### src/rtl/core/lst_pkg.sv
`default_nettype none
// ----------------------------------------------------------------------------
// lst_pkg
// Types and constants shared by the LCD scanline and mode timing block.
// ----------------------------------------------------------------------------
package lst_pkg;

  // Item kinds carried in the mode field of an input transaction.
  typedef enum logic [1:0] {
    KIND_TICK  = 2'd0,
    KIND_WRITE = 2'd1,
    KIND_READ  = 2'd2
  } item_kind_t;

  // Register select codes.
  typedef enum logic [1:0] {
    REG_LCDC = 2'd0,
    REG_STAT = 2'd1,
    REG_LY   = 2'd2,
    REG_LYC  = 2'd3
  } reg_sel_t;

  // Display modes as seen in STAT bits 1:0.
  localparam logic [1:0] MODE_HBLANK = 2'd0;
  localparam logic [1:0] MODE_VBLANK = 2'd1;
  localparam logic [1:0] MODE_OAM    = 2'd2;
  localparam logic [1:0] MODE_XFER   = 2'd3;

  // Line timing.
  localparam logic [9:0] LINE_CLOCKS = 10'd456;
  localparam logic [8:0] MAX_TICK    = 9'd455;
  localparam logic [7:0] LAST_LINE   = 8'd153;
  localparam logic [7:0] VBLANK_LINE = 8'd144;
  localparam logic [8:0] OAM_END     = 9'd80;
  localparam logic [8:0] XFER_END    = 9'd252;

  // STAT and LCDC bit positions.
  localparam int LCDC_ENABLE_BIT = 7;
  localparam int STAT_BUSY_BIT   = 7;
  localparam int STAT_LYC_IE_BIT = 6;
  localparam int STAT_OAM_IE_BIT = 5;
  localparam int STAT_VBL_IE_BIT = 4;
  localparam int STAT_HBL_IE_BIT = 3;
  localparam int STAT_COIN_BIT   = 2;

  typedef struct packed {
    logic [1:0] mode;
    logic [1:0] reg_sel;
    logic [7:0] write_data;
    logic [8:0] cycles;
  } item_t;

  typedef struct packed {
    logic [7:0] read_data;
    logic       stat_interrupt;
    logic       oam_locked;
    logic       vram_locked;
    logic [7:0] line_number;
  } result_t;

  // Handshake between the input register and the timing engine.
  typedef struct packed {
    logic  valid;
    item_t item;
  } staged_item_t;

endpackage
`default_nettype wire

### src/rtl/core/lcd_scanline_mode_timing.sv
`default_nettype none
// ----------------------------------------------------------------------------
// lcd_scanline_mode_timing
// LCD line, mode and STAT interrupt timing with a small register file.
// ----------------------------------------------------------------------------
// This block takes one transaction per clock on the item channel while the
// result channel keeps taking results, and returns exactly one result
// transaction for each, in order. A transaction is either a tick that
// advances the line dot counter (456 dots per line) by up to 455 dots, a
// write of LCDC, STAT or LYC (LY is read-only), or a read of one of the four
// registers. The result carries the read byte, the STAT interrupt request of
// a tick, the sprite and video memory lock flags and the current line. The
// sustained rate is one transaction per cycle while results are taken. The
// accepted transaction sits in the input register while the whole update is
// done in one combinational pass, and the result register takes the outcome
// when it is empty or being drained. Result backpressure stalls the input
// register, which still accepts a transaction while the result waits if empty.
module lcd_scanline_mode_timing
  import lst_pkg::*;
(
  input  wire logic    clk,
  input  wire logic    rst,
  input  wire logic    item_valid,
  output      logic    item_ready,
  input  wire item_t   item,
  output      logic    result_valid,
  input  wire logic    result_ready,
  output      result_t result
);

  staged_item_t staged;
  result_t      result_next;
  logic         advance;

  // The engine consumes the staged transaction whenever the result register
  // is empty or is being drained in this cycle.
  assign advance = staged.valid && (!result_valid || result_ready);

  lst_in_reg u_in_reg (
    .clk        (clk),
    .rst        (rst),
    .item_valid (item_valid),
    .item_ready (item_ready),
    .item       (item),
    .advance    (advance),
    .staged     (staged)
  );

  // The engine holds all timing state and updates it only on advance.
  lst_engine u_engine (
    .clk         (clk),
    .rst         (rst),
    .advance     (advance),
    .item        (staged.item),
    .result_next (result_next)
  );

  // Result register: loaded on advance, cleared once the result is taken.
  always_ff @(posedge clk) begin
    if (rst) begin
      result_valid <= 1'b0;
    end else if (advance) begin
      result_valid <= 1'b1;
    end else if (result_ready) begin
      result_valid <= 1'b0;
    end
  end

  always_ff @(posedge clk) begin
    if (advance) begin
      result <= result_next;
    end
  end

endmodule
`default_nettype wire

### src/rtl/core/lst_in_reg.sv
`default_nettype none
// ----------------------------------------------------------------------------
// lst_in_reg
// Input register: holds one accepted transaction until the engine takes it.
// ----------------------------------------------------------------------------
module lst_in_reg
  import lst_pkg::*;
(
  input  wire logic         clk,
  input  wire logic         rst,
  input  wire logic         item_valid,
  output      logic         item_ready,
  input  wire item_t        item,
  input  wire logic         advance,
  output      staged_item_t staged
);

  logic  valid_q;
  item_t item_q;

  assign item_ready = !valid_q || advance;

  always_ff @(posedge clk) begin
    if (rst) begin
      valid_q <= 1'b0;
    end else if (item_ready) begin
      valid_q <= item_valid;
    end
  end

  always_ff @(posedge clk) begin
    if (item_ready && item_valid) begin
      item_q <= item;
    end
  end

  assign staged.valid = valid_q;
  assign staged.item  = item_q;

endmodule
`default_nettype wire

### src/rtl/core/lst_engine.sv
`default_nettype none
// ----------------------------------------------------------------------------
// lst_engine
// Timing state and register file with the single-pass update for one item.
// ----------------------------------------------------------------------------
module lst_engine
  import lst_pkg::*;
(
  input  wire logic    clk,
  input  wire logic    rst,
  input  wire logic    advance,
  input  wire item_t   item,
  output      result_t result_next
);

  logic [8:0] dot_counter, dot_counter_next;
  logic [7:0] current_line, current_line_next;
  logic [7:0] line_compare, line_compare_next;
  logic [7:0] lcd_control, lcd_control_next;
  logic [7:0] lcd_status, lcd_status_next;
  logic       oam_lock, oam_lock_next;
  logic       vram_lock, vram_lock_next;

  logic [8:0] cyc;
  logic [9:0] sum;
  logic       wrap;
  logic [7:0] stat;
  logic [1:0] prev_mode;
  logic [1:0] new_mode;
  logic       irq;
  logic [7:0] rd;
  logic [9:0] dot_wrapped;

  always_comb begin
    dot_counter_next  = dot_counter;
    current_line_next = current_line;
    line_compare_next = line_compare;
    lcd_control_next  = lcd_control;
    lcd_status_next   = lcd_status;
    oam_lock_next     = oam_lock;
    vram_lock_next    = vram_lock;
    irq               = 1'b0;
    rd                = 8'd0;
    stat              = lcd_status;
    prev_mode         = lcd_status[1:0];
    new_mode          = MODE_HBLANK;
    cyc               = (item.cycles > MAX_TICK) ? MAX_TICK : item.cycles;
    sum               = {1'b0, dot_counter} + {1'b0, cyc};
    wrap              = (sum >= LINE_CLOCKS);
    dot_wrapped       = sum - LINE_CLOCKS;

    case (item_kind_t'(item.mode))
      KIND_TICK: begin
        if (!lcd_control[LCDC_ENABLE_BIT]) begin
          dot_counter_next  = '0;
          current_line_next = '0;
          lcd_status_next   = {1'b1, lcd_status[6:3], 3'b000};
        end else begin
          dot_counter_next = wrap ? dot_wrapped[8:0] : sum[8:0];
          if (wrap) begin
            current_line_next = (current_line == LAST_LINE) ? 8'd0 : current_line + 8'd1;
            stat[STAT_COIN_BIT] = (current_line_next == line_compare);
            if (stat[STAT_COIN_BIT] && stat[STAT_LYC_IE_BIT]) begin
              irq = 1'b1;
            end
          end
          if (current_line_next >= VBLANK_LINE) begin
            new_mode = MODE_VBLANK;
            if (prev_mode != MODE_VBLANK && stat[STAT_VBL_IE_BIT]) begin
              irq = 1'b1;
            end
          end else if (dot_counter_next < OAM_END) begin
            new_mode      = MODE_OAM;
            oam_lock_next = 1'b1;
            if (prev_mode != MODE_OAM && stat[STAT_OAM_IE_BIT]) begin
              irq = 1'b1;
            end
          end else if (dot_counter_next < XFER_END) begin
            new_mode       = MODE_XFER;
            vram_lock_next = 1'b1;
          end else begin
            new_mode       = MODE_HBLANK;
            oam_lock_next  = 1'b0;
            vram_lock_next = 1'b0;
            if (prev_mode != MODE_HBLANK && stat[STAT_HBL_IE_BIT]) begin
              irq = 1'b1;
            end
          end
          lcd_status_next = {1'b1, stat[6:2], new_mode};
        end
      end
      KIND_WRITE: begin
        case (reg_sel_t'(item.reg_sel))
          REG_LCDC: lcd_control_next = item.write_data;
          REG_STAT: lcd_status_next  = {1'b1, item.write_data[6:3], lcd_status[2:0]};
          REG_LY:   ;
          REG_LYC:  line_compare_next = item.write_data;
          default:  ;
        endcase
      end
      KIND_READ: begin
        case (reg_sel_t'(item.reg_sel))
          REG_LCDC: rd = lcd_control;
          REG_STAT: rd = lcd_status;
          REG_LY:   rd = current_line;
          REG_LYC:  rd = line_compare;
          default:  rd = 8'd0;
        endcase
      end
      default: ;
    endcase

    result_next.read_data      = rd;
    result_next.stat_interrupt = irq;
    result_next.oam_locked     = oam_lock_next;
    result_next.vram_locked    = vram_lock_next;
    result_next.line_number    = current_line_next;
  end

  always_ff @(posedge clk) begin
    if (rst) begin
      dot_counter  <= '0;
      current_line <= '0;
      line_compare <= '0;
      lcd_control  <= '0;
      lcd_status   <= '0;
      oam_lock     <= 1'b0;
      vram_lock    <= 1'b0;
    end else if (advance) begin
      dot_counter  <= dot_counter_next;
      current_line <= current_line_next;
      line_compare <= line_compare_next;
      lcd_control  <= lcd_control_next;
      lcd_status   <= lcd_status_next;
      oam_lock     <= oam_lock_next;
      vram_lock    <= vram_lock_next;
    end
  end

`ifndef SYNTH
  // The line clock position never reaches a full line.
  a_dot_in_range: assert property (@(posedge clk) disable iff (rst)
    dot_counter < LINE_CLOCKS[8:0])
    else $error("dot counter left the line");

  // The line number stays within the frame.
  a_line_in_range: assert property (@(posedge clk) disable iff (rst)
    current_line <= LAST_LINE)
    else $error("line number beyond last line");

  // Only a tick can raise the STAT interrupt.
  a_irq_only_on_tick: assert property (@(posedge clk) disable iff (rst)
    (advance && result_next.stat_interrupt) |-> (item.mode == KIND_TICK))
    else $error("interrupt raised by a bus transaction");

  // After any tick the busy bit of STAT is set.
  a_tick_sets_busy: assert property (@(posedge clk) disable iff (rst)
    (advance && item.mode == KIND_TICK) |=> lcd_status[STAT_BUSY_BIT])
    else $error("STAT bit 7 not set after tick");

  // With the display off, a tick leaves the counter and line cleared.
  a_off_clears: assert property (@(posedge clk) disable iff (rst)
    (advance && item.mode == KIND_TICK && !lcd_control[LCDC_ENABLE_BIT])
      |=> (dot_counter == 9'd0 && current_line == 8'd0))
    else $error("display off did not clear timing");
`endif

endmodule
`default_nettype wire

### config.mk
export PLATFORM = sky130hd
export DESIGN_NAME = lcd_scanline_mode_timing
export DESIGN_NICKNAME = d
export VERILOG_FILES = /design/src/rtl/core/lst_pkg.sv /design/src/rtl/core/lcd_scanline_mode_timing.sv /design/src/rtl/core/lst_in_reg.sv /design/src/rtl/core/lst_engine.sv
export SDC_FILE = /design/constraint.sdc
export NUM_CORES = 1
export LEC_CHECK = 0
export ABC_AREA = 1
export BUFFER_PORTS_ARGS = -buffer_cell sky130_fd_sc_hd__buf_2
export CAP_MARGIN = 10
export CELL_PAD_IN_SITES_DETAIL_PLACEMENT = 0
export CELL_PAD_IN_SITES_GLOBAL_PLACEMENT = 2
export CORE_UTILIZATION = 37
export CTS_CLUSTER_DIAMETER = 40
export CTS_CLUSTER_SIZE = 20
export DETAILED_ROUTE_END_ITERATION = 10
export PLACE_DENSITY_LB_ADDON = 0.1
export SLEW_MARGIN = 0
export SYNTH_ARGS = -nofsm -noshare
export SYNTH_HDL_FRONTEND = slang
export SYNTH_SLANG_ARGS = --single-unit
export TNS_END_PERCENT = 20
### constraint.sdc
create_clock -name clk -period 6.55 [get_ports clk]
set_input_delay 1.31 -clock clk [delete_from_list [all_inputs] [get_ports clk]]
set_output_delay 1.31 -clock clk [all_outputs]
set_load 0.01 [all_outputs]
== Yosys cells after proc, flatten, opt, wreduce, memory -nomap -nowiden ==
Cells that the tools add are included.
Storage, ports and cells
  register bits after elaboration: 85
  input port bits: 25
  output and inout bits: 21
Operators by class
  add/subtract/negate cells: 3
  order comparisons: 5
  equal/unequal tests: 11
  muxes and demuxes: 37
  bitwise gates (word level): 2
  reduce and logical (&&, ||, !) cells: 23
Operator list (number)
  8-bit two-way mux: 7
  8-bit one-hot mux with 4 select lines: 1
  9-bit two-way mux: 3
  1-bit two-way mux: 21
  8-bit one-hot mux with 2 select lines: 1
  3-bit AND reduction: 4
  9-bit by 9-bit adder with 10-bit output: 1
  10-bit by 9-bit >= comparator with 1-bit output, second input constant: 1
  9-bit greater-than comparator, second input constant: 1
  9-bit by 7-bit < comparator with 1-bit output, second input constant: 1
  9-bit by 8-bit < comparator with 1-bit output, second input constant: 1
  9-bit subtractor, second input constant: 1
  8-bit by 1-bit adder with 8-bit output, second input constant: 1
  8-bit equality test: 1
  8-bit equality test, second input constant: 1
  8-bit >= comparator, second input constant: 1
  4-bit AND reduction: 2
  2-bit equality test, second input constant: 3
  1-bit logical AND: 6
  2-bit two-way mux: 3
  2-bit nonzero test: 3
  2-bit by 1-bit equality test with 1-bit output, second input constant: 2
  2-bit zero test: 2
  2-bit by 1-bit != test with 1-bit output, second input constant: 2
  other kinds (6): 11

== Depth between registers and ports, before layout ==
Gate-level depths: netlist of run 1.
  word-level depth: 11
  mapped depth: 29
  mapped depth without buffers: 29

== Cells and area by module ==
From an unflattened synthesis of run 1, not the netlist that was laid out.
Unflattened totals
  cell total of the unflattened synthesis: 557
  area, all modules: 4579.4 um2
By module, submodules not included
  lst_engine: instances 1, cells an instance 504, area an instance 3275.6 um2, seq. area each 860.8 um2
  lst_in_reg: instances 1, cells an instance 28, area an instance 685.7 um2, seq. area each 650.6 um2
  lcd_scanline_mode_timing: instances 1, cells an instance 25, area an instance 618.1 um2, seq. area each 590.6 um2

== Worst setup path after synthesis of run 1 ==
No wires, ideal clock.
  kind: reg-to-reg
  start: register u_in_reg.item_q (netlist bit u_in_reg.staged[6])
  end: register result[8] in the netlist's numbering (data pin)
  library setup time: 0.251 ns
  arrival: 2.923 ns
  data required time: 6.299 ns
  setup slack: 3.376 ns
  cell stages (with the launch flop): 26
  path buffers: 0
  cell sequence: edfxtp_1 > nand3_1 > or2_2 > inv_1 > or2_2 > ha_1 > inv_1 > fa_1 > inv_1 > nand2_1 > nand2_1 > nand2_1 > nand2_1 > inv_1 > ha_1 > or2_2 > nand2_1 > inv_1 > nand2_1 > nand2_1 > nor2_1 > nand2_2 > nand2_2 > nand2_2 > nand2_1 > inv_1
RTL lines
  start: declaration: line lst_in_reg.sv:19  | item_t item_q;
  start signal: assignment: line lst_in_reg.sv:33  | item_q <= item;
  end signal: assignment: line lcd_scanline_mode_timing.sv:71  | result <= result_next;
  end: declaration: line lcd_scanline_mode_timing.sv:28  | output result_t result

==> results of run 1 <==
==> stage by stage <==
stage | hold WS [ps] | utilization [%] | worst slack, ps
3_3_place_gp | 450.3 | 41.37 | 2585
4_1_cts | 465.2 | 43.95 | 2913
6_report | 461.6 | 43.95 | 2913
3_5_place_dp | 455.0 | 41.37 | 2617
5_1_grt | 484.9 | 43.95 | 2509
2_1_floorplan | 437.8 | - | 3376
==> how the worst max path moves through the flow <==
stage                            start                      end  slack [ps]  cells after the start
floorplan           u_in_reg.staged[6]                result[8]        3380                     25
global placement          result_ready  u_engine.lcd_control[7]        2580                     11
detailed placement        result_ready  u_engine.lcd_control[7]        2620                     11
CTS                 u_in_reg.staged[8]               result[10]        2910                     25
global route        u_in_reg.staged[8]               result[10]        2510                     22
finish              u_in_reg.staged[7]                result[8]        2910                     21
==> critical path, delay by kind of cell, from the launching register on <==
family / cells / cell delay (ps)
fa+ha+maj: 2 / 600
simple gates: 13 / 1770
flops: 1 / 360
compound gates: 1 / 260
buf+inv: 5 / 420
==> state kept, by name (all words and copies together), names as in the netlist <==
| register | flops |
|---|---|
| u_engine.oam_lock | 1 |
| u_engine.lcd_control | 8 |
| u_in_reg.valid_q | 1 |
| u_engine.vram_lock | 1 |
| u_engine.current_line | 8 |
| u_in_reg.staged | 21 |
| result | 19 |
| u_engine.lcd_status | 8 |
| u_engine.dot_counter | 9 |
| u_engine.line_compare | 8 |
| result_valid | 1 |
==> cells by family after synthesis <==
family | after synthesis
AO/OA/AOI/OAI | 98
XOR/XNOR | 9
adder cells (fa/ha/maj) | 13
buffers and inverters | 80
flip-flops | 85
AND/OR/NAND/NOR | 277
==> cell type report <==
class	instances	area, um^2	share of cell area [%]
Clock buffer	12	267.8	5.290
Clock inverter	4	28.78	0.5686
Tap cell	143	178.9	3.535
Inverter	65	244.0	4.821
Timing Repair Buffer	46	232.7	4.598
Sequential cell	85	2102	41.53
Multi-Input combinational cell	397	2007	39.65
==> layer usage <==
metal  global-route usage, %  up-vias  routed length [um]  share of wire, %
met1                   27.66     1663                5789                53
met5                       0        -                   0                 0
li1                        -     1950                   -                 -
met4                   6.847        0                 103              0.95
met2                   27.08       59                4611                42
met3                   2.994        9                 369               3.4
==> power breakdown <==
group          internal [mW]  leakage [nW]  switching, mW
Clock                  0.291         0.140          0.215
Combinational         0.0304          1.17         0.0629
Sequential             0.573         0.749        0.00835
==> layout by cell type, fill, tap and decap left out, types with 2 or more instances in the layout <==
cell / count
nand2_1: 157
o21ai_1: 2
o21bai_1: 2
ha_1: 12
or2_2: 6
a31oi_1: 3
nand3_2: 2
a211oi_1: 3
a21oi_1: 50
nor3_1: 5
nor2_1: 44
clkbuf_16: 10
edfxtp_1: 40
o211ai_1: 2
buf_2: 45
clkinvlp_4: 2
xnor2_1: 3
nand4_1: 5
o22ai_1: 4
dfxtp_1: 45
nand3b_1: 2
a221oi_1: 5
nand2_2: 12
xor2_1: 6
o21ai_0: 23
inv_1: 64
nand3_1: 39
==> impl_metrics.py, run 1 <==
metrics = {
    "clocking": {
        "cts_max_level": 3,
        "cts_buffer_depth": 2,
        "cts_setup_buffers": 0,
        "hold_buffers": 0,
        "cts_inserted_buffers": 9,
        "clockRootBuffer": "clkbuf_16",
        "cts_resized": 0,
        "cts_sinks": 85,
        "clkSlewWorstSetupHoldPaths_ps": 70,
        "clkLatencyLatePin_ps": 340,
        "cts_tree": "yes",
    },
    "yosys": {
        "synthCells": 562,
        "synthTopCellsByCount": "nand2_1, inv_1, a21oi_1",
        "yosysTopAreaCell": "edfxtp_1",
        "synth_top_family_by_area": "simple AND/OR/NAND/NOR gates",
        "muxShareOfSynthArea_pct": 0,
        "synth_area_leaders": "edfxtp_1, dfxtp_1, nand2_1",
        "yosysTopAreaCellShare_pct": 27.13,
        "syn-cell-area_mm2": 0.004427,
        "synth_compound_area_share_pct": 12.41,
        "ys_types": 39,
        "synth_fa_ha_area_share_pct": 3.844,
        "synth-seq-cells": 85,
        "synthSimpleGateAreaFrac_pct": 27.30,
        "ys_seq_area_share_pct": 47.48,
        "yosysMostFrequentCell": "nand2_1",
        "synth_xor_area_share_pct": 1.781,
        "syn_nets": 600,
        "synthFlopType": "dfxtp_1",
        "syn_area_per_cell_um2": 7.877,
        "yosysWarnings": 0,
        "synthArstFlopShare_pct": 0,
        "synth_edf_count": 40,
    },
    "layout": {
        "layout-drive-gt1-share_pct": 14.45,
        "syn2layout_area_growth_pct": 14.33,
        "nets": 642,
        "fillCellCount": 1176,
        "final_cells": 752,
        "design_area_mm2": 0.005061,
        "diodes": 0,
    },
    "floorplanning": {
        "start_util_pct": 38.44,
        "die-width_um": 111.4,
        "core_area_mm2": 0.01152,
        "ios": 46,
        "dieArea_mm2": 0.01241,
        "rows": 39,
        "dieHeight_um": 111.4,
    },
    "worst_hold_path": {
        "hp-start": "u_engine.lcd_control[5]",
        "hold_end": "u_engine.lcd_control[5]",
        "holdCritPathClass": "register to register",
        "whs_path_depth": 2,
    },
    "sta": {
        "hold_viol_final": 0,
        "setup_viol": 0,
        "final.min_clock_period_ps": 3637,
        "rsz0062_at_grt": "false",
        "period_share_pct": 55.53,
        "worstMarginPinSlew_ps": 898.1,
        "fmax_mhz": 274.9,
        "fin_setup_tns_ps": 0,
        "final.setup_skew_ps": 8.337,
        "slew_headroom_pct": 40.13,
        "maxSlewViolCount": 0,
    },
    "detailed_routing": {
        "via_count": 3681,
        "drc": 6,
        "drt_iter0_drc": 202,
        "via_per_inst": 4.895,
        "drt-total-wl_um": 10870,
        "wl_per_cell_um": 14.46,
        "drtPass1Iterations": 7,
        "postRouteAntennaNets": 0,
    },
    "worst_setup_path": {
        "crit_fanout": 21,
        "crit_type": "register to register",
        "rr_startpoint": "u_in_reg.staged[7]",
        "reg2reg_to": "result[8]",
        "timing.critical_path.mode_cell": "inv_1",
        "cp.required_ps": 6660,
        "cp_cell_sequence": "nand3_1 -> or2_2 -> inv_1 -> or2_2 -> ha_1 -> inv_1 -> fa_1 -> inv_1 -> nand3_1 -> nand4_1 -> nand2_1 -> nor2_4 -> nand3_4 -> nand2_4 -> inv_1 -> o21ai_1 -> nand2_2 -> nand3_1 -> nand2_1 -> nand2_1 -> inv_1",
        "rr_worst_depth": 21,
        "rrSetupSlack_ps": 2910,
        "crit_slowest_cell": "fa_1",
        "arrival_ps": 3740,
        "max_stage_delay_ps": 430,
        "critPathLaunchType": "register",
        "cp-end-kind": "register",
    },
    "power_and_ir_drop": {
        "p_leak_nw": 2.063,
        "power.density_mw_per_mm2": 233.3,
        "ir_drop_mv": 0.1564,
        "p_total_mw": 1.181,
    },
    "global_routing": {
        "grt_util_all_layers_pct": 18.60,
        "grt_pass1_vias": 3482,
        "overflow": 0,
        "grt_pass1_wl_um": 17770,
        "antenna_found_initial": 0,
        "grt_start_max_net_pins": 46,
    },
    "placement": {
        "dp.cells": 736,
        "dp_hpwl_um": 8286,
        "place_congestion": 0.8194,
        "port_buffers": 45,
        "postPlaceCellArea_mm2": 0.004765,
    },
    "outcome": {
        "violations": "design-rule violations",
        "status": "complete, but fails checks",
    },
    "job": {
        "maxCapViolCount": 0,
    },
}
No activity file was read; power rests on OpenSTA's default activity.
==> inputs of run 2 (changes only) <==
- CORE_UTILIZATION: 37 -> 31
- clock period: 6.55 -> 3.1 ns (I/O delays scaled with it)
==> run 2 against run 1 <==
Net effect: the flow finishes with violations (negative setup slack); critical path depth is 4 higher; worst hold slack worse by 15 ps; routed wire length is 9.9% higher; critical path type unchanged; flip-flop and latch count stayed put; final area is 15% higher; global-route usage is 1.3 points lower; core utilization is 1.9 points lower; combinational power grew to 3.2 times the previous value; clock skew is 0.64 ps lower; largest cell class is now multi-input combinational cells.
==> impl_metrics.py, run 2 (synthesis gave the netlist of run 1 again) <==
metrics = {
    "sta": {
        "worst_hold_slack_ps": 447.0,
        "worstMarginPinSlew_ps": 816.0,
        "rsz0062_at_grt": "true",
        "final.setup_skew_ps": 7.693,
        "finalWorstSetupSlack_ps": -79.96,
        "hold_viol_final": 0,
        "maxSlewViolCount": 0,
        "final.min_clock_period_ps": 3180,
        "period_share_pct": 102.6,
        "slew_headroom_pct": 45.54,
        "setup_viol": 4,
        "fmax_mhz": 314.5,
    },
    "worst_setup_path": {
        "rr_worst_depth": 25,
        "rr_startpoint": "u_in_reg.staged[6]",
        "cp-end-kind": "register",
        "crit_fanout": 6,
        "critical-path-top-delay-family": "simple AND/OR/NAND/NOR gates",
        "arrival_ps": 3280,
        "critPathLaunchType": "register",
        "max_stage_delay_ps": 390,
        "crit_buf_inv": 5,
        "timing.critical_path.mode_cell": "nand2_2",
        "cp.required_ps": 3200,
        "reg2reg_to": "result[10]",
        "crit_type": "register to register",
        "crit_slowest_cell": "fa_2",
        "rrSetupSlack_ps": -80,
    },
    "detailed_routing": {
        "wl_per_cell_um": 14.08,
        "postRouteAntennaNets": 0,
        "drt_iter0_drc": 156,
        "dr_wl_met3_um": 390,
        "drtPass1Iterations": 4,
        "drt-total-wl_um": 11940,
        "dr.max_layer_used": "met4",
        "drc": 0,
        "drt-met1-wl_um": 6322,
        "via_per_inst": 4.600,
        "via_count": 3901,
        "wl_met2_um": 5066,
    },
    "clocking": {
        "cts_max_level": 3,
        "clockRootBuffer": "clkbuf_16",
        "cts_buffer_depth": 2,
        "clkSlewWorstSetupHoldPaths_ps": 70,
        "cts_sinks": 85,
        "cts_tree": "yes",
        "cts_inserted_buffers": 9,
        "clkLatencyLatePin_ps": 340,
    },
    "power_and_ir_drop": {
        "p_int_mw": 1.879,
        "clock_power_share_pct": 39.5,
        "combPwrFrac_pct": 11.7,
        "seqPwrFrac_pct": 48.8,
        "p_sw_mw": 0.6389,
        "ir_drop_mv": 0.3331,
        "power_switching_share_pct": 25.38,
        "power.density_mw_per_mm2": 431.4,
        "p_leak_nw": 2.399,
    },
    "global_routing": {
        "overflow": 0,
        "grt_util_all_layers_pct": 17.32,
        "antenna_found_initial": 0,
        "grt_start_max_net_pins": 35,
        "grt_pass1_wl_um": 19140,
        "grt_pass1_vias": 3682,
    },
    "layout": {
        "final_cells": 848,
        "largest_reg_flops": 21,
        "layout-drive-gt1-share_pct": 30.09,
        "seq_area_mm2": 0.002102,
        "final_common_cell": "nand2_1",
        "fillCellCount": 1441,
        "multiInputGateArea_mm2": 0.002295,
        "nets": 701,
        "diodes": 0,
        "final_cell_mix": "nand2_1, inv_1, buf_4, a21oi_1",
        "final_util_pct": 42.04,
        "syn2layout_area_growth_pct": 31.83,
    },
    "worst_hold_path": {
        "whs_path_depth": 1,
        "holdCritPathClass": "input pin to register",
        "hold_end": "u_in_reg.staged[18]",
        "hp-start": "item[18]",
    },
    "floorplanning": {
        "dieArea_mm2": 0.01476,
        "ios": 46,
        "start_util_pct": 31.89,
        "core_area_mm2": 0.01388,
        "die-width_um": 121.5,
        "rows": 43,
        "dieHeight_um": 121.5,
    },
    "placement": {
        "dp_hpwl_um": 8975,
        "place_congestion": 0.8038,
        "port_buffers": 45,
        "dp.cells": 819,
    },
    "outcome": {
        "violations": "negative setup slack",
        "status": "complete, but fails checks",
    },
    "job": {
        "maxCapViolCount": 0,
    },
}
run 2: cell count changes in the layout (fill, tap and decap cells not counted), moves of 4 or more:
cell and change:
buf_4 +53, buf_6 +6, inv_1 -7, inv_2 +6, nand2_1 -25, nand2_2 +14, nand2_4 +11, nand3_1 -10
nand3_2 +9, o21ai_0 -4, or2_2 -4, or2_4 +4
run 2: metrics by stage:
step,TNS (ps),power [mW],setup slack (ps),cell area (um^2)
6_report,-251.1,2.518,-79.96,5836
5_1_grt,-2689,2.631,-302.8,5836
4_1_cts,-208.3,2.523,-62.68,5582
3_5_place_dp,-1701,1.496,-307.0,5169
3_3_place_gp,-1072,1.497,-211.2,5169
2_1_floorplan,0,1.388,9.265,4439
run 2: worst reg2reg max path, stage by stage, from the launching register on:
cell,delay [ps]
edfxtp_1,370
nand3_2,100
or2_4,270
inv_4,60
or2_4,110
ha_4,120
inv_2,40
fa_2,390
inv_2,80
nand3_2,80
nand4_1,150
nand2_4,80
nor2_4,140
nand3_4,100
nand2_4,100
buf_6,140
buf_6,120
nand2_2,40
nand2_2,60
nor2_2,30
nand2_2,70
nand2_2,60
nand2_1,60
nand2_1,50
nand2_1,70
a21oi_2,60
run 2: worst max-delay path by stage:
stage | from | slack (ps) | cells after the start | to
after global routing | u_in_reg.staged[6] | -300 | 25 | result[10]
after floorplan | u_in_reg.staged[6] | 9 | 25 | result[10]
after global placement | u_in_reg.staged[6] | -210 | 25 | result[10]
final | u_in_reg.staged[6] | -80 | 25 | result[10]
after CTS | u_in_reg.staged[6] | -60 | 25 | result[9]
after detailed placement | u_in_reg.staged[6] | -310 | 25 | result[10]
run 2: timing repair:
action / CTS / global route
hold endpoints to repair: 0 / 0
gates resized for setup: 31 / 51
buffers inserted: 4 / 9
hold buffers: 0 / 0
pin swaps: 22 / 37
endpoints found under the setup margin: 17 / 21
run 2: layer usage:
metal | vias to the layer above | GRT usage [%]
met5 | - | 0
met4 | 0 | 6.559
met1 | 1749 | 25.69
met2 | 73 | 24.79
met3 | 11 | 2.961
li1 | 2068 | -
run 2: layout make-up:
type	count	share of cell area, %
Multi-Input combinational cell	397	39.32
Sequential cell	85	36.02
Timing Repair Buffer	105	11.96
Inverter	65	4.224
Clock buffer	10	3.924
Tap cell	180	3.859
Clock inverter	6	0.6861
run 2: power groups by stage:
stage	registers (mW)	logic (mW)	clock network, mW
detailed placement	1.25	0.242	0
finish	1.23	0.295	0.994
global placement	1.25	0.244	0
floorplan	1.25	0.134	0
global route	1.23	0.327	1.07
CTS	1.23	0.263	1.03
==> inputs of run 3 (changes only) <==
- ABC_AREA: 1 -> not set
- CORE_UTILIZATION: 31 -> 34
==> run 3 against run 2 <==
Net effect: the run still ends with negative setup slack left; via count is 2.6% lower; register-to-register slack got worse by 470 ps; die area decreased by 4.5%; worst hold slack worse by 2.1 ps; clock power is 6% higher; core utilization rose by 3.6 points; flip-flop and latch count unchanged; critical path type unchanged.
==> impl_metrics.py, run 3 <==
metrics = {
    "worst_setup_path": {
        "cp.required_ps": 3180,
        "cp-end-kind": "register",
        "crit_type": "register to register",
        "arrival_ps": 3740,
        "critPathLaunchType": "register",
        "crit_fanout": 7,
    },
    "yosys": {
        "ys_seq_area_share_pct": 45.37,
        "synth_edf_count": 40,
        "syn_area_per_cell_um2": 9.879,
        "syn-cell-area_mm2": 0.004633,
        "ys_types": 61,
        "synth_xor_area_share_pct": 3.727,
        "synth-seq-cells": 85,
        "yosysTopAreaCell": "edfxtp_1",
        "synthTopCellsByCount": "nor2_1, dfxtp_1, edfxtp_1",
        "synth_top_family_by_area": "simple AND/OR/NAND/NOR gates",
        "synth_area_leaders": "edfxtp_1, dfxtp_1, mux2i_1",
        "synthCells": 469,
        "synth_compound_area_share_pct": 16.10,
        "synthFlopType": "dfxtp_1",
        "yosysTopAreaCellShare_pct": 25.92,
        "synthSimpleGateAreaFrac_pct": 18.07,
        "synthArstFlopShare_pct": 0,
        "syn_nets": 507,
        "synth_fa_ha_area_share_pct": 3.673,
        "muxShareOfSynthArea_pct": 9.101,
        "yosysMostFrequentCell": "nor2_1",
        "yosysWarnings": 0,
    },
    "layout": {
        "diodes": 0,
        "fillCellCount": 1275,
        "final_common_cell": "buf_4",
        "layout-drive-gt1-share_pct": 33.10,
        "largest_reg_flops": 21,
        "final_cell_mix": "buf_4, nor2_1, buf_2, dfxtp_1, edfxtp_1",
        "nets": 601,
        "final_cells": 744,
        "syn2layout_area_growth_pct": 30.33,
    },
    "clocking": {
        "cts_tree": "yes",
        "clockRootBuffer": "clkbuf_16",
        "cts_inserted_buffers": 9,
        "cts_max_level": 3,
        "clkSlewWorstSetupHoldPaths_ps": 70,
        "cts_buffer_depth": 2,
        "hold_buffers": 0,
        "cts_sinks": 85,
        "clkLatencyLatePin_ps": 350,
    },
    "floorplanning": {
        "dieHeight_um": 118.7,
        "start_util_pct": 34.99,
        "dieArea_mm2": 0.01410,
        "ios": 46,
        "rows": 42,
        "core_area_mm2": 0.01324,
        "die-width_um": 118.7,
    },
    "power_and_ir_drop": {
        "clock_power_share_pct": 41.4,
        "power_switching_share_pct": 24.28,
        "p_sw_mw": 0.6165,
        "combPwrFrac_pct": 10.3,
        "p_leak_nw": 2.330,
        "ir_drop_mv": 0.3306,
        "p_int_mw": 1.923,
        "power.density_mw_per_mm2": 420.6,
        "seqPwrFrac_pct": 48.3,
    },
    "detailed_routing": {
        "drtPass1Iterations": 4,
        "via_per_inst": 5.109,
        "drt_iter0_drc": 184,
        "postRouteAntennaNets": 0,
        "via_count": 3801,
        "wl_per_cell_um": 16.23,
        "drt-total-wl_um": 12080,
        "drc": 0,
    },
    "worst_hold_path": {
        "holdCritPathClass": "input pin to register",
    },
    "placement": {
        "preCtsSetupSlack_ps": -702.3,
        "dp_hpwl_um": 9002,
        "dp.cells": 719,
        "place_congestion": 0.8116,
        "port_buffers": 45,
    },
    "outcome": {
        "violations": "negative setup slack",
        "status": "complete, but fails checks",
    },
    "global_routing": {
        "grt_pass1_wl_um": 19840,
        "grt_util_all_layers_pct": 18.39,
        "antenna_found_initial": 0,
        "grt_start_max_net_pins": 46,
        "overflow": 0,
        "grt_pass1_vias": 3756,
    },
    "sta": {
        "final.min_clock_period_ps": 3654,
        "worst_hold_slack_ps": 444.9,
        "period_share_pct": 117.9,
        "final.setup_skew_ps": 8.550,
        "hold_viol_final": 0,
        "rsz0062_at_grt": "true",
        "fmax_mhz": 273.6,
        "fin_setup_tns_ps": -10020,
        "worstMarginPinSlew_ps": 935.0,
        "maxSlewViolCount": 0,
        "setup_viol": 29,
        "slew_headroom_pct": 37.67,
        "finalWorstSetupSlack_ps": -554.4,
    },
    "job": {
        "maxCapViolCount": 0,
    },
}
run 3: cell types whose count changed after synthesis, moves of 12 or more:
| cell | previous run | this run |
|---|---|---|
| mux2i_1 | 0 | 23 |
| clkbuf_1 | 10 | 27 |
| nand2_1 | 157 | 34 |
| inv_1 | 64 | 17 |
| a21oi_1 | 50 | 23 |
| nand3_1 | 39 | 11 |
| nand2_2 | 12 | 0 |
| nor2b_1 | 0 | 14 |
| nor2_1 | 44 | 57 |
run 3: stage by stage:
step	power [mW]	cell area, um^2	utilization, %
final	2.540	6038	45.60
after global routing	2.645	6038	45.60
after CTS	2.563	5968	45.07
after detailed placement	1.484	5535	41.80
after global placement	1.483	5535	41.80
after floorplan	1.387	4773	-
run 3: final timing paths:
path                           startpoint                      end  slack, ps  depth (start not counted)
setup reg to reg       u_in_reg.staged[4]                result[9]       -550                         16
hold / removal                   item[12]      u_in_reg.staged[12]        440                          1
setup / recovery       u_in_reg.staged[4]                result[9]       -550                         16
hold reg to reg   u_engine.dot_counter[4]  u_engine.dot_counter[4]        490                          2
run 3: cells by family after synthesis:
| family | after synthesis |
|---|---|
| and+or+nand+nor | 169 |
| adders and majority gates | 13 |
| muxes | 32 |
| xor gates and xnor gates | 18 |
| buffers and inverters | 48 |
| DFF | 85 |
| AOI/OAI and AO/OA | 104 |
run 3: layer usage:
layer  GRT usage, %  routed length (um)  share of wire [%]
met5              0                   0                  0
met3          3.089                 336                2.8
met4          6.487                 136                1.1
met2          27.45                5134                 43
met1          26.59                6470                 54
run 3: power groups by stage:
stage                     clock network (mW)  logic, mW  registers (mW)
after global routing                    1.13      0.285            1.23
after detailed placement                   0      0.231            1.25
after global placement                     0      0.231            1.25
after CTS                               1.08      0.256            1.23
final                                   1.05      0.261            1.23
after floorplan                            0      0.140            1.25
run 3: critical path: stages (launching register included):
cell	delay (ps)
edfxtp_1	410
nor3_2	180
nor2_2	70
or2_4	260
ha_4	160
buf_4	130
a211oi_4	310
buf_4	170
a2111oi_2	40
a31oi_1	160
buf_4	160
nor2_4	60
o41a_1	470
o32ai_4	290
a41oi_4	190
o31ai_2	240
o31ai_1	90
run 3: final cells by class:
type | count | area (um^2) | area share, %
multi-input cells | 336 | 2592 | 42.93
flip-flops and latches | 85 | 2102 | 34.81
repair buffers | 114 | 767.0 | 12.70
clock buffers | 10 | 250.2 | 4.144
well taps | 176 | 220.2 | 3.647
inverters | 17 | 63.81 | 1.057
clock inverters | 6 | 42.54 | 0.7045
run 3: timing repair:
action                     4_1_cts  5_1_grt
resized for setup               19       11
buffers inserted                 7        2
cloned                           0        0
setup endpoints to repair       30       30
pin swaps                       12        5
